==> config.mk <==
export PLATFORM = sky130hd
export DESIGN_NAME = stepper_command_queue_pulser_top
export DESIGN_NICKNAME = d
export VERILOG_FILES = /design/src/rtl/scqp_pkg.sv /design/src/rtl/scqp_front.sv /design/src/rtl/scqp_cmd_queue.sv /design/src/rtl/scqp_back.sv /design/src/rtl/stepper_command_queue_pulser_top.sv
export SDC_FILE = /design/constraint.sdc
export NUM_CORES = 1
export LEC_CHECK = 0
export ABC_AREA = 1
export BUFFER_PORTS_ARGS = -buffer_cell sky130_fd_sc_hd__buf_2
export CORE_MARGIN = 1.5
export CORE_UTILIZATION = 40
export DETAILED_ROUTE_END_ITERATION = 10
export PLACE_DENSITY = 0.58
export SLEW_MARGIN = 20
export SYNTH_ARGS = -nofsm -noshare
export SYNTH_HDL_FRONTEND = slang
export SYNTH_SLANG_ARGS = --single-unit
==> constraint.sdc <==
create_clock -name clk -period 6.3 [get_ports clk]
set_clock_uncertainty 0.2 [all_clocks]
set_input_delay 0.63 -clock clk [delete_from_list [all_inputs] [get_ports clk]]
set_output_delay 0.63 -clock clk [all_outputs]
set_load 0.02 [all_outputs]
==> src/rtl/scqp_pkg.sv <==
`timescale 1ns / 1ps

package scqp_pkg;

  localparam int QUEUE_DEPTH = 16;
  localparam int PTR_W       = (QUEUE_DEPTH > 1) ? $clog2(QUEUE_DEPTH) : 1;
  localparam int CNT_W       = $clog2(QUEUE_DEPTH + 1);

  localparam int CQ_DEPTH = 2;
  localparam int CQ_PTR_W = (CQ_DEPTH > 1) ? $clog2(CQ_DEPTH) : 1;
  localparam int CQ_CNT_W = $clog2(CQ_DEPTH + 1);

  localparam logic OP_ENQUEUE = 1'b0;
  localparam logic OP_TICK    = 1'b1;

  typedef struct packed {
    logic               operation;
    logic signed [31:0] signed_steps;
    logic        [31:0] delay_ticks;
  } in_item_t;

  typedef struct packed {
    logic       step_level;
    logic       direction_level;
    logic [4:0] queue_count;
    logic       enqueue_rejected;
  } out_item_t;

  typedef struct packed {
    logic        is_tick;
    logic        direction;
    logic [31:0] toggles;
    logic [31:0] delay;
  } cmd_t;

endpackage

==> src/rtl/scqp_front.sv <==
`timescale 1ns / 1ps

module scqp_front import scqp_pkg::*; (
  input  logic     clk,
  input  logic     rst,
  input  logic     in_valid,
  output logic     in_stall,
  input  in_item_t request,
  output logic     push_valid,
  input  logic     push_ready,
  output cmd_t     push_cmd
);

  logic        held;
  cmd_t        cmd;
  cmd_t        cmd_next;
  logic [31:0] raw;
  logic [31:0] magnitude;
  logic        neg_or_zero;
  logic        take;

  assign in_stall   = held && !push_ready;
  assign take       = in_valid && !in_stall;
  assign push_valid = held;
  assign push_cmd   = cmd;

  // sign picks direction (zero counts as negative); stored as toggles = 2 * |count|, kept to 32 bits
  always_comb begin
    raw                = request.signed_steps;
    neg_or_zero        = (raw == 32'd0) || raw[31];
    magnitude          = neg_or_zero ? (32'd0 - raw) : raw;
    cmd_next.is_tick   = (request.operation == OP_TICK);
    cmd_next.direction = neg_or_zero;
    cmd_next.toggles   = {magnitude[30:0], 1'b0};
    cmd_next.delay     = request.delay_ticks;
  end

  always_ff @(posedge clk) begin
    if (rst) begin
      held <= 1'b0;
    end else if (take) begin
      held <= 1'b1;
    end else if (push_ready) begin
      held <= 1'b0;
    end
  end

  always_ff @(posedge clk) begin
    if (take) begin
      cmd <= cmd_next;
    end
  end

endmodule

==> src/rtl/scqp_cmd_queue.sv <==
`timescale 1ns / 1ps

module scqp_cmd_queue import scqp_pkg::*; (
  input  logic clk,
  input  logic rst,
  input  logic push_valid,
  output logic push_ready,
  input  cmd_t push_cmd,
  output logic pop_valid,
  input  logic pop_ready,
  output cmd_t pop_cmd
);

  cmd_t                slots [CQ_DEPTH];
  logic [CQ_PTR_W-1:0] wr_ptr;
  logic [CQ_PTR_W-1:0] rd_ptr;
  logic [CQ_CNT_W-1:0] fill;
  logic                push;
  logic                pop;

  assign push_ready = (fill != CQ_CNT_W'(CQ_DEPTH));
  assign pop_valid  = (fill != '0);
  assign pop_cmd    = slots[rd_ptr];
  assign push       = push_valid && push_ready;
  assign pop        = pop_valid && pop_ready;

  always_ff @(posedge clk) begin
    if (rst) begin
      wr_ptr <= '0;
      rd_ptr <= '0;
      fill   <= '0;
    end else begin
      if (push) begin
        wr_ptr <= (wr_ptr == CQ_PTR_W'(CQ_DEPTH - 1)) ? '0 : wr_ptr + 1'b1;
      end
      if (pop) begin
        rd_ptr <= (rd_ptr == CQ_PTR_W'(CQ_DEPTH - 1)) ? '0 : rd_ptr + 1'b1;
      end
      if (push && !pop) begin
        fill <= fill + 1'b1;
      end else if (pop && !push) begin
        fill <= fill - 1'b1;
      end
    end
  end

  always_ff @(posedge clk) begin
    if (push) begin
      slots[wr_ptr] <= push_cmd;
    end
  end

endmodule

==> src/rtl/scqp_back.sv <==
`timescale 1ns / 1ps

module scqp_back import scqp_pkg::*; (
  input  logic      clk,
  input  logic      rst,
  input  logic      pop_valid,
  output logic      pop_ready,
  input  cmd_t      pop_cmd,
  output logic      out_valid,
  input  logic      out_stall,
  output out_item_t result
);

  logic [31:0]      fifo_toggles_left [QUEUE_DEPTH];
  logic [31:0]      fifo_delay        [QUEUE_DEPTH];
  logic             fifo_direction    [QUEUE_DEPTH];

  logic [PTR_W-1:0] read_pointer;
  logic [PTR_W-1:0] write_pointer;
  logic [CNT_W-1:0] entry_count;
  logic [CNT_W-1:0] entry_count_next;
  logic [31:0]      head_tick_counter;
  logic [31:0]      head_tick_counter_next;
  logic             pulse_level;
  logic             pulse_level_next;
  logic             direction_pin;
  logic             direction_pin_next;

  logic [31:0]      head_toggles;
  logic [31:0]      head_delay;
  logic             exec;
  logic             full;
  logic             empty;
  logic             rejected;
  logic             do_write;
  logic             do_tick;
  logic             delay_reached;
  logic             do_toggle;
  logic             do_count;
  logic             do_pop;

  assign pop_ready = !out_valid || !out_stall;
  assign exec      = pop_valid && pop_ready;

  assign head_toggles  = fifo_toggles_left[read_pointer];
  assign head_delay    = fifo_delay[read_pointer];
  assign full          = (entry_count == CNT_W'(QUEUE_DEPTH));
  assign empty         = (entry_count == '0);
  assign delay_reached = (head_tick_counter >= head_delay);

  assign rejected  = exec && !pop_cmd.is_tick && full;
  assign do_write  = exec && !pop_cmd.is_tick && !full;
  assign do_tick   = exec && pop_cmd.is_tick && !empty;
  assign do_toggle = do_tick && (head_toggles != '0) && delay_reached;
  assign do_count  = do_tick && (head_toggles != '0) && !delay_reached;
  assign do_pop    = do_tick && (head_toggles == '0);

  always_comb begin
    pulse_level_next       = pulse_level ^ do_toggle;
    direction_pin_next     = do_toggle ? fifo_direction[read_pointer] : direction_pin;
    head_tick_counter_next = head_tick_counter;
    entry_count_next       = entry_count;
    if (do_toggle || do_pop) begin
      head_tick_counter_next = '0;
    end else if (do_count) begin
      head_tick_counter_next = head_tick_counter + 32'd1;
    end
    if (do_write) begin
      entry_count_next = entry_count + 1'b1;
    end else if (do_pop) begin
      entry_count_next = entry_count - 1'b1;
    end
  end

  always_ff @(posedge clk) begin
    if (rst) begin
      read_pointer      <= '0;
      write_pointer     <= '0;
      entry_count       <= '0;
      head_tick_counter <= '0;
      pulse_level       <= 1'b0;
      direction_pin     <= 1'b0;
      out_valid         <= 1'b0;
    end else begin
      entry_count       <= entry_count_next;
      head_tick_counter <= head_tick_counter_next;
      pulse_level       <= pulse_level_next;
      direction_pin     <= direction_pin_next;
      if (do_write) begin
        write_pointer <= (write_pointer == PTR_W'(QUEUE_DEPTH - 1)) ? '0
                                                                    : write_pointer + 1'b1;
      end
      if (do_pop) begin
        read_pointer <= (read_pointer == PTR_W'(QUEUE_DEPTH - 1)) ? '0
                                                                  : read_pointer + 1'b1;
      end
      if (exec) begin
        out_valid <= 1'b1;
      end else if (!out_stall) begin
        out_valid <= 1'b0;
      end
    end
  end

  always_ff @(posedge clk) begin
    if (do_write) begin
      fifo_toggles_left[write_pointer] <= pop_cmd.toggles;
      fifo_delay[write_pointer]        <= pop_cmd.delay;
      fifo_direction[write_pointer]    <= pop_cmd.direction;
    end else if (do_toggle) begin
      fifo_toggles_left[read_pointer] <= head_toggles - 32'd1;
    end
  end

  always_ff @(posedge clk) begin
    if (exec) begin
      result.step_level       <= pulse_level_next;
      result.direction_level  <= direction_pin_next;
      result.queue_count      <= 5'(entry_count_next);
      result.enqueue_rejected <= rejected;
    end
  end

endmodule

==> src/rtl/stepper_command_queue_pulser_top.sv <==
`timescale 1ns / 1ps
// Channel  Signals                         Payload
// in       in_valid / in_stall / request   in_item_t  (enqueue or tick)
// out      out_valid / out_stall / result  out_item_t (pin levels, count, reject)
//
// Sustains one request per cycle while out is not stalled; each result is registered.
// Path: front classify register, two-entry command queue, executor with output register.
// Each tick touches only the head entry: one 32-bit compare and decrement per cycle.
// rst is synchronous; the command store needs no clearing, it is ready right after reset.
// A stall on out backs up the queue, then the front register, then in_stall.

module stepper_command_queue_pulser_top import scqp_pkg::*; (
  input  logic      clk,
  input  logic      rst,
  input  logic      in_valid,
  output logic      in_stall,
  input  in_item_t  request,
  output logic      out_valid,
  input  logic      out_stall,
  output out_item_t result
);

  logic push_valid;
  logic push_ready;
  cmd_t push_cmd;
  logic pop_valid;
  logic pop_ready;
  cmd_t pop_cmd;

  scqp_front u_front (
    .clk        (clk),
    .rst        (rst),
    .in_valid   (in_valid),
    .in_stall   (in_stall),
    .request    (request),
    .push_valid (push_valid),
    .push_ready (push_ready),
    .push_cmd   (push_cmd)
  );

  scqp_cmd_queue u_queue (
    .clk        (clk),
    .rst        (rst),
    .push_valid (push_valid),
    .push_ready (push_ready),
    .push_cmd   (push_cmd),
    .pop_valid  (pop_valid),
    .pop_ready  (pop_ready),
    .pop_cmd    (pop_cmd)
  );

  scqp_back u_back (
    .clk       (clk),
    .rst       (rst),
    .pop_valid (pop_valid),
    .pop_ready (pop_ready),
    .pop_cmd   (pop_cmd),
    .out_valid (out_valid),
    .out_stall (out_stall),
    .result    (result)
  );

endmodule

==> Word-level counts from Yosys, hierarchy flattened <==
Memory sizes are Yosys's and may differ from the RTL's. A register that Yosys moved wholly into a read port is not among the register bits.
Cells that the tools add are included.
W data, S select, Z words.
{ "classes": {"addsub": 11, "n_lt_le_gt_ge": 1, "n_eq_ne": 5, "muxes": 32, "reduce_logical": 37, "bitwise": 1} }
{ "op_table": {"columns": ["op", "count"], "rows": [
  ["$logic_not A32 Y1", 2],
  ["$mux W4", 9],
  ["$add A32 B1 Y32 const B", 1],
  ["$ge A32 B32 Y1", 1],
  ["$mux W32", 1],
  ["$reduce_bool A32 Y1", 1],
  ["$reduce_or A32 Y1", 1],
  ["$sub A32 B1 Y32 const B", 1],
  ["$mux W31", 1],
  ["$sub A1 B31 Y31 const A", 1],
  ["$mux W1", 17],
  ["$logic_and A1 B1 Y1", 15],
  ["$logic_not A1 Y1", 10],
  ["$mux W5", 2],
  ["$add A4 B1 Y4 const B", 2],
  ["$eq A4 B4 Y1 const B", 2],
  ["$reduce_bool A2 Y1", 3],
  ["$add A5 B1 Y5 const B", 1],
  ["$eq A5 B5 Y1 const B", 1],
  ["$logic_not A5 Y1", 1],
  ["$sub A5 B1 Y5 const B", 1],
  ["$mux W2", 2],
  ["$logic_or A1 B1 Y1", 3],
  ["$add A1 B1 Y1 const B", 2],
  ["6 further kinds", 6]
]} }
{ "word_totals": {"mem_count": 4, "ram_bits": 1170, "ff_bits": 126, "output_inout_bits": 10} }
{ "memory_table": {"columns": ["name", "depth", "word_bits", "read_ports", "rd_ports_with_merged_regs", "wr", "line_no", "text"], "rows": [
  ["u_back.fifo_delay", 16, 32, 1, 1, 1, "scqp_back.sv:15", "logic [31:0] fifo_delay [QUEUE_DEPTH];"],
  ["u_back.fifo_toggles_left", 16, 32, 1, 1, 1, "scqp_back.sv:14", "logic [31:0] fifo_toggles_left [QUEUE_DEPTH];"],
  ["u_queue.slots", 2, 65, 1, 1, 1, "scqp_cmd_queue.sv:14", "cmd_t slots [CQ_DEPTH];"],
  ["u_back.fifo_direction", 16, 1, 1, 1, 1, "scqp_back.sv:16", "logic fifo_direction [QUEUE_DEPTH];"]
]} }

==> Depth between registers and ports, before layout <==
{ "logic_depth": {"depth_word": 12, "depth_mapped": 30, "ltp_nobuf": 22} }

==> Modules after synthesis <==
From an unflattened synthesis, not the netlist that was laid out.
{ "unflattened": {"cells_unflattened": 4691, "area_unflattened_um2": 55225.5} }
{ "modules_own_cells": {"columns": ["mod", "area_per_inst_um2", "cells_per_inst", "n_inst"], "rows": [
  ["scqp_back", 46799.9, 4105, 1],
  ["scqp_cmd_queue", 5162.5, 242, 1],
  ["scqp_front", 3263.1, 344, 1]
]} }

==> Least setup slack after synthesis <==
OpenSTA, ideal clock, no wires.
{ "synth_path": {"path_kind": "reg2reg", "from": "register with a tool-made name", "to": "memory u_back.fifo_toggles_left[10][0] (enable)", "synth_period_minus_slack_ns": 5.876, "path_buffers": 7, "required_ns": 5.679, "setup_slack_ns": 0.424, "setup_time_ns": 0.421, "arrival_ns": 5.255, "stages_incl_launch_ff": 25, "path_cell_list": "dfxtp_1 buf_6 inv_4 buf_6 buf_2 buf_2 clkbuf_1 clkbuf_1 clkbuf_1 nor2_1 o221ai_1 o211ai_1 nand2_1 inv_1 ha_1 nand2_1 nor3_1 nand3_1 nor4_1 nand4_1 nand3_1 nand3_4 nand2_1 nand3_1 nor2_1"} }
{ "synth_lines": {"columns": ["item", "line_no"], "rows": [
  ["to (decl)", "scqp_back.sv:14"]
]} }

==> results.txt <==
The run finished with clean final reports. The detailed-route DRC error count came out at 0. The cell sitting at the root of the clock tree is a clkbuf_16.

The worst setup path is captured at a register. The post-detailed-route wirelength per cell came out at 21.3 um. Setup repair after global routing left no endpoint under its margin. The maximum clock frequency is approximately 0.17 GHz. Along the worst path, the maximum fanout reaches 50. The area of the die came out at 137,000 um^2.

The H-tree was split into 4 levels. The share of async-settable or async-resettable flops after synthesis is 0%. The placed standard-cell area is around 57,000 um^2. At the later pin of the worst-skew pair, clock insertion delay measures between 0.7 and 0.8 ns. Summing over every cut layer, the via total after detailed routing is around 35,000. The number of synthesized flops with an enable pin is approximately 1,200. The power density relative to cell area came out at around 350 nW/um^2.

Synthesis instantiated 43 different standard cells from the library. The standard-cell row count is approximately 130. The worst hold path belongs to the class input port to register.

The number of violations reported at the end of detailed-routing iteration 0 is 3,513. The I/O pin total came out at 79. The biggest area contributor in the post-synthesis netlist is edfxtp_1.

The detailed-router iteration count before antenna repair is 6. The critical path crosses 18 cells after its start point. Traced cell by cell, the critical path runs through buf_4, o21ai_0, o221ai_1, o211ai_1, nand2_1, inv_1, ha_1, nand2_1, nor3_1, nand3_1, nor4_1, nand4_1, nand3_1, nand3_4, nand2_1, nand3_1, nor2_4, buf_4. The overflow left after global routing came out at 0. The most used flip-flop cell after synthesis is edfxtp_1. The average instance in the mapped netlist occupies between 10 and 15 um^2.

The initial standard-cell utilization of the core came out at 40.4%. The core footprint is 134,000 um^2. The total global routing track utilization is 20.4%. The post-synthesis cell area is 54,000 um^2. The data required time at the worst endpoint is 6.52 ns. Along the worst hold path, the cell count comes to 2. The worst path buffer plus inverter count is 3. After detailed routing, the total wire length is 141,000 um.

The number of pins with negative max-slew slack in the final report is 0. The number of buffers inserted by port buffering is 78. The initial antenna violation count was 3.

The via count of the first global-routing pass came out at 34,200. After synthesis the netlist holds a flip-flop and latch count of 1,301. The post-synthesis cell count is 4,604. Cells fill a little under half of the core in the end. The total number of nets in the final design is 4,854. Sorting the synthesized cells by area gives the leading types as edfxtp_1, nand2_1, nor2_1, o21ai_0, nand3_1.

The startpoint identified for the worst hold timing path is request[48]. The count of filler cells inserted in the layout is 12,100. The longest clock path from root to sink contains 3 buffers. The total negative slack came out at 0 ns. The placer congestion estimate came out at 0.881.

The die width is about 370 um. The detailed placement HPWL came out at 81,400 um. The clock input transition at the sequential cells of the worst setup and hold paths came out at roughly 0.06 ns. The top cell type's share of synthesized area is 69.1%. The number of setup violations in the final report came out at 0. In this run the static leakage power is 0.0220 uW. The standard cell with the maximum stage delay on the critical path is dfxtp_4.

The worst ir drop on vdd came out at 0.000314 V. The worst reg2reg path depth came out at 18. The detail-routed via count per cell came out at 5.33. The layout overhead on the synthesized area is 14.5%. The setup fix buffers added after clock tree synthesis is 0.

The clock net in this run drives a total of 1,301 sinks. On the critical path the largest part of the delay comes from simple AND/OR/NAND/NOR gates. The register area share after synthesis came out at a little under three quarters.

The height of the die is 370 um. The post-layout minimum cycle time came out at 5.87 ns. The critical path is of the register to register type. The number of failing hold endpoints at the final stage came out at 0. In this run the remaining antenna-violating nets after routing total 0.

The overall power consumption came out at around 22,000 uW. The first global-routing pass estimated 211,000 um of wire. Headroom to the max-slew limit came out at 19.5%. The endpoint arrival time on the critical path came out at just over 6 ns. For this run, the number of Yosys warnings is 0. The clock buffer count from CTS is 134. The post-synth net total is 4,716. The tool flagged a number of max-cap violations equal to 0. The pin count of the biggest net entering global routing is 188.

For this run, the slowest stage of the critical path takes 0.83 ns. The ratio of final minimum period to clock period is between 90 and 100%. The worst setup path is launched from a register.

Of the cells placed in the final design, the portion with a size suffix greater than 1 is 9.47%. TritonCTS built the clock tree. The post-route cell area is 61,800 um^2. For the pin with the worst max-slew slack, the measured transition is 1.21 ns.
==> placed cells by master, fill, tap and decap left out, types with 24 or more instances in the layout <==
cell and count:
edfxtp_1 1243, nand2_1 967, nor2_1 561, o21ai_0 343
nand3_1 295, inv_1 240, clkbuf_16 136, o221ai_1 93
buf_4 91, buf_2 78, a21oi_1 74, o211ai_1 67
xor2_1 67, dlygate4sd3_1 61, o21ai_1 53, dfxtp_1 53
ha_1 43, o22ai_1 42, nor3_1 36, nor2_4 34
clkbuf_1 34, nand4_1 27, clkinv_1 25, inv_2 24
==> cells by family (layout without fill, tap and decap cells) <==
kind of cell    count (synthesis)  in the layout  share of synthesized area (%)
flops                        1301           1301                           71.3
simple gates                 1949           1949                           14.6
mux                            13             13                          0.241
compound gates                697            697                           7.60
buf+inv                       519            762                           3.95
other cells                     0              2                              0
fa+ha+maj                      43             43                          0.996
xor+xnor                       82             82                           1.33
==> worst paths after layout <==
kind	endpoint	slack (ns)
worst min register to register	u_queue.slots[0][42]	0.24
worst min-delay path	u_front.push_cmd[49]	0.04
worst max register to register	u_back.fifo_toggles_left[8][26]	0.43
worst max-delay path	u_back.fifo_toggles_left[8][26]	0.43
==> registers in the layout, summed over array words and instances, names as in the netlist, 5 cells and up, named ones only <==
name,flops
u_back.fifo_delay,512
u_back.fifo_toggles_left,512
u_queue.slots,130
u_front.push_cmd,65
u_back.head_tick_counter,32
u_back.fifo_direction,16
u_back.result,8
u_back.entry_count,5
==> layout make-up <==
| cell class | instances | area, um^2 | share of cell area, % |
|---|---|---|---|
| inverter | 269 | 1050 | 1.69 |
| clock buffer | 174 | 3590 | 5.80 |
| clock inverter | 67 | 713 | 1.15 |
| timing repair buffer | 252 | 2130 | 3.45 |
| antenna | 2 | 5.00 | 0.00809 |
| tap | 1768 | 2210 | 3.58 |
| sequential | 1301 | 38500 | 62.3 |
| multi-input combinational | 2784 | 13600 | 22.1 |
==> per-layer routing <==
layer / up-vias / global-route usage, % / part of all wire (%)
met5: - / 0 / 0
met4: 0 / 6.45 / 2.5
met3: 208 / 4.34 / 7.6
met2: 1246 / 31.6 / 46
met1: 17300 / 28.8 / 44
li1: 16500 / - / -
==> repair_timing <==
action	4_1_cts	5_1_grt
resized for setup	0	2
endpoints found under the setup margin	0	22
endpoints found under the hold margin	65	0
hold buffers	61	0
==> worst register-to-register path, cell delays in order (launching register included) <==
cell and delay [ns]:
dfxtp_4 0.83, buf_4 0.38, o21ai_0 0.15, o221ai_1 0.25, o211ai_1 0.13, nand2_1 0.10
inv_1 0.05, ha_1 0.29, nand2_1 0.08, nor3_1 0.20, nand3_1 0.10, nor4_1 0.58
nand4_1 0.20, nand3_1 0.47, nand3_4 0.24, nand2_1 0.27, nand3_1 0.40, nor2_4 0.21
buf_4 0.38
==> through the flow <==
step	setup slack [ns]	hold slack [ns]	std cells
final	0.432	0.0442	6617
after global routing	0.0728	0.0285	6615
after CTS	0.450	0.00111	6614
after detailed placement	0.469	0.231	6312
after global placement	0.763	0.223	6311
after floorplan	0.424	0.221	4604
==> power breakdown <==
group / internal, uW / switching (uW) / leakage, uW
registers: 10800 / 129 / 0.0117
logic: 657 / 2440 / 0.00814
clock network: 4460 / 3310 / 0.00209
total: 15900 / 5880 / 0.0220
==> cell usage after synthesis, types with 13 or more instances <==
cell	n
o22ai_1	42
a21oi_1	74
edfxtp_1	1243
nor2_1	595
nand2_1	967
o21ai_1	53
inv_1	244
ha_1	43
a31oi_1	13
o221ai_1	93
buf_2	64
clkbuf_1	152
xor2_1	67
dfxtp_1	58
xnor2_1	15
nand3_1	295
o21ai_0	343
nor3_1	37
mux2i_1	13
nand4_1	27
buf_1	16
inv_2	23
o211ai_1	67
Note: power is estimated with default switching activity, not from simulation.
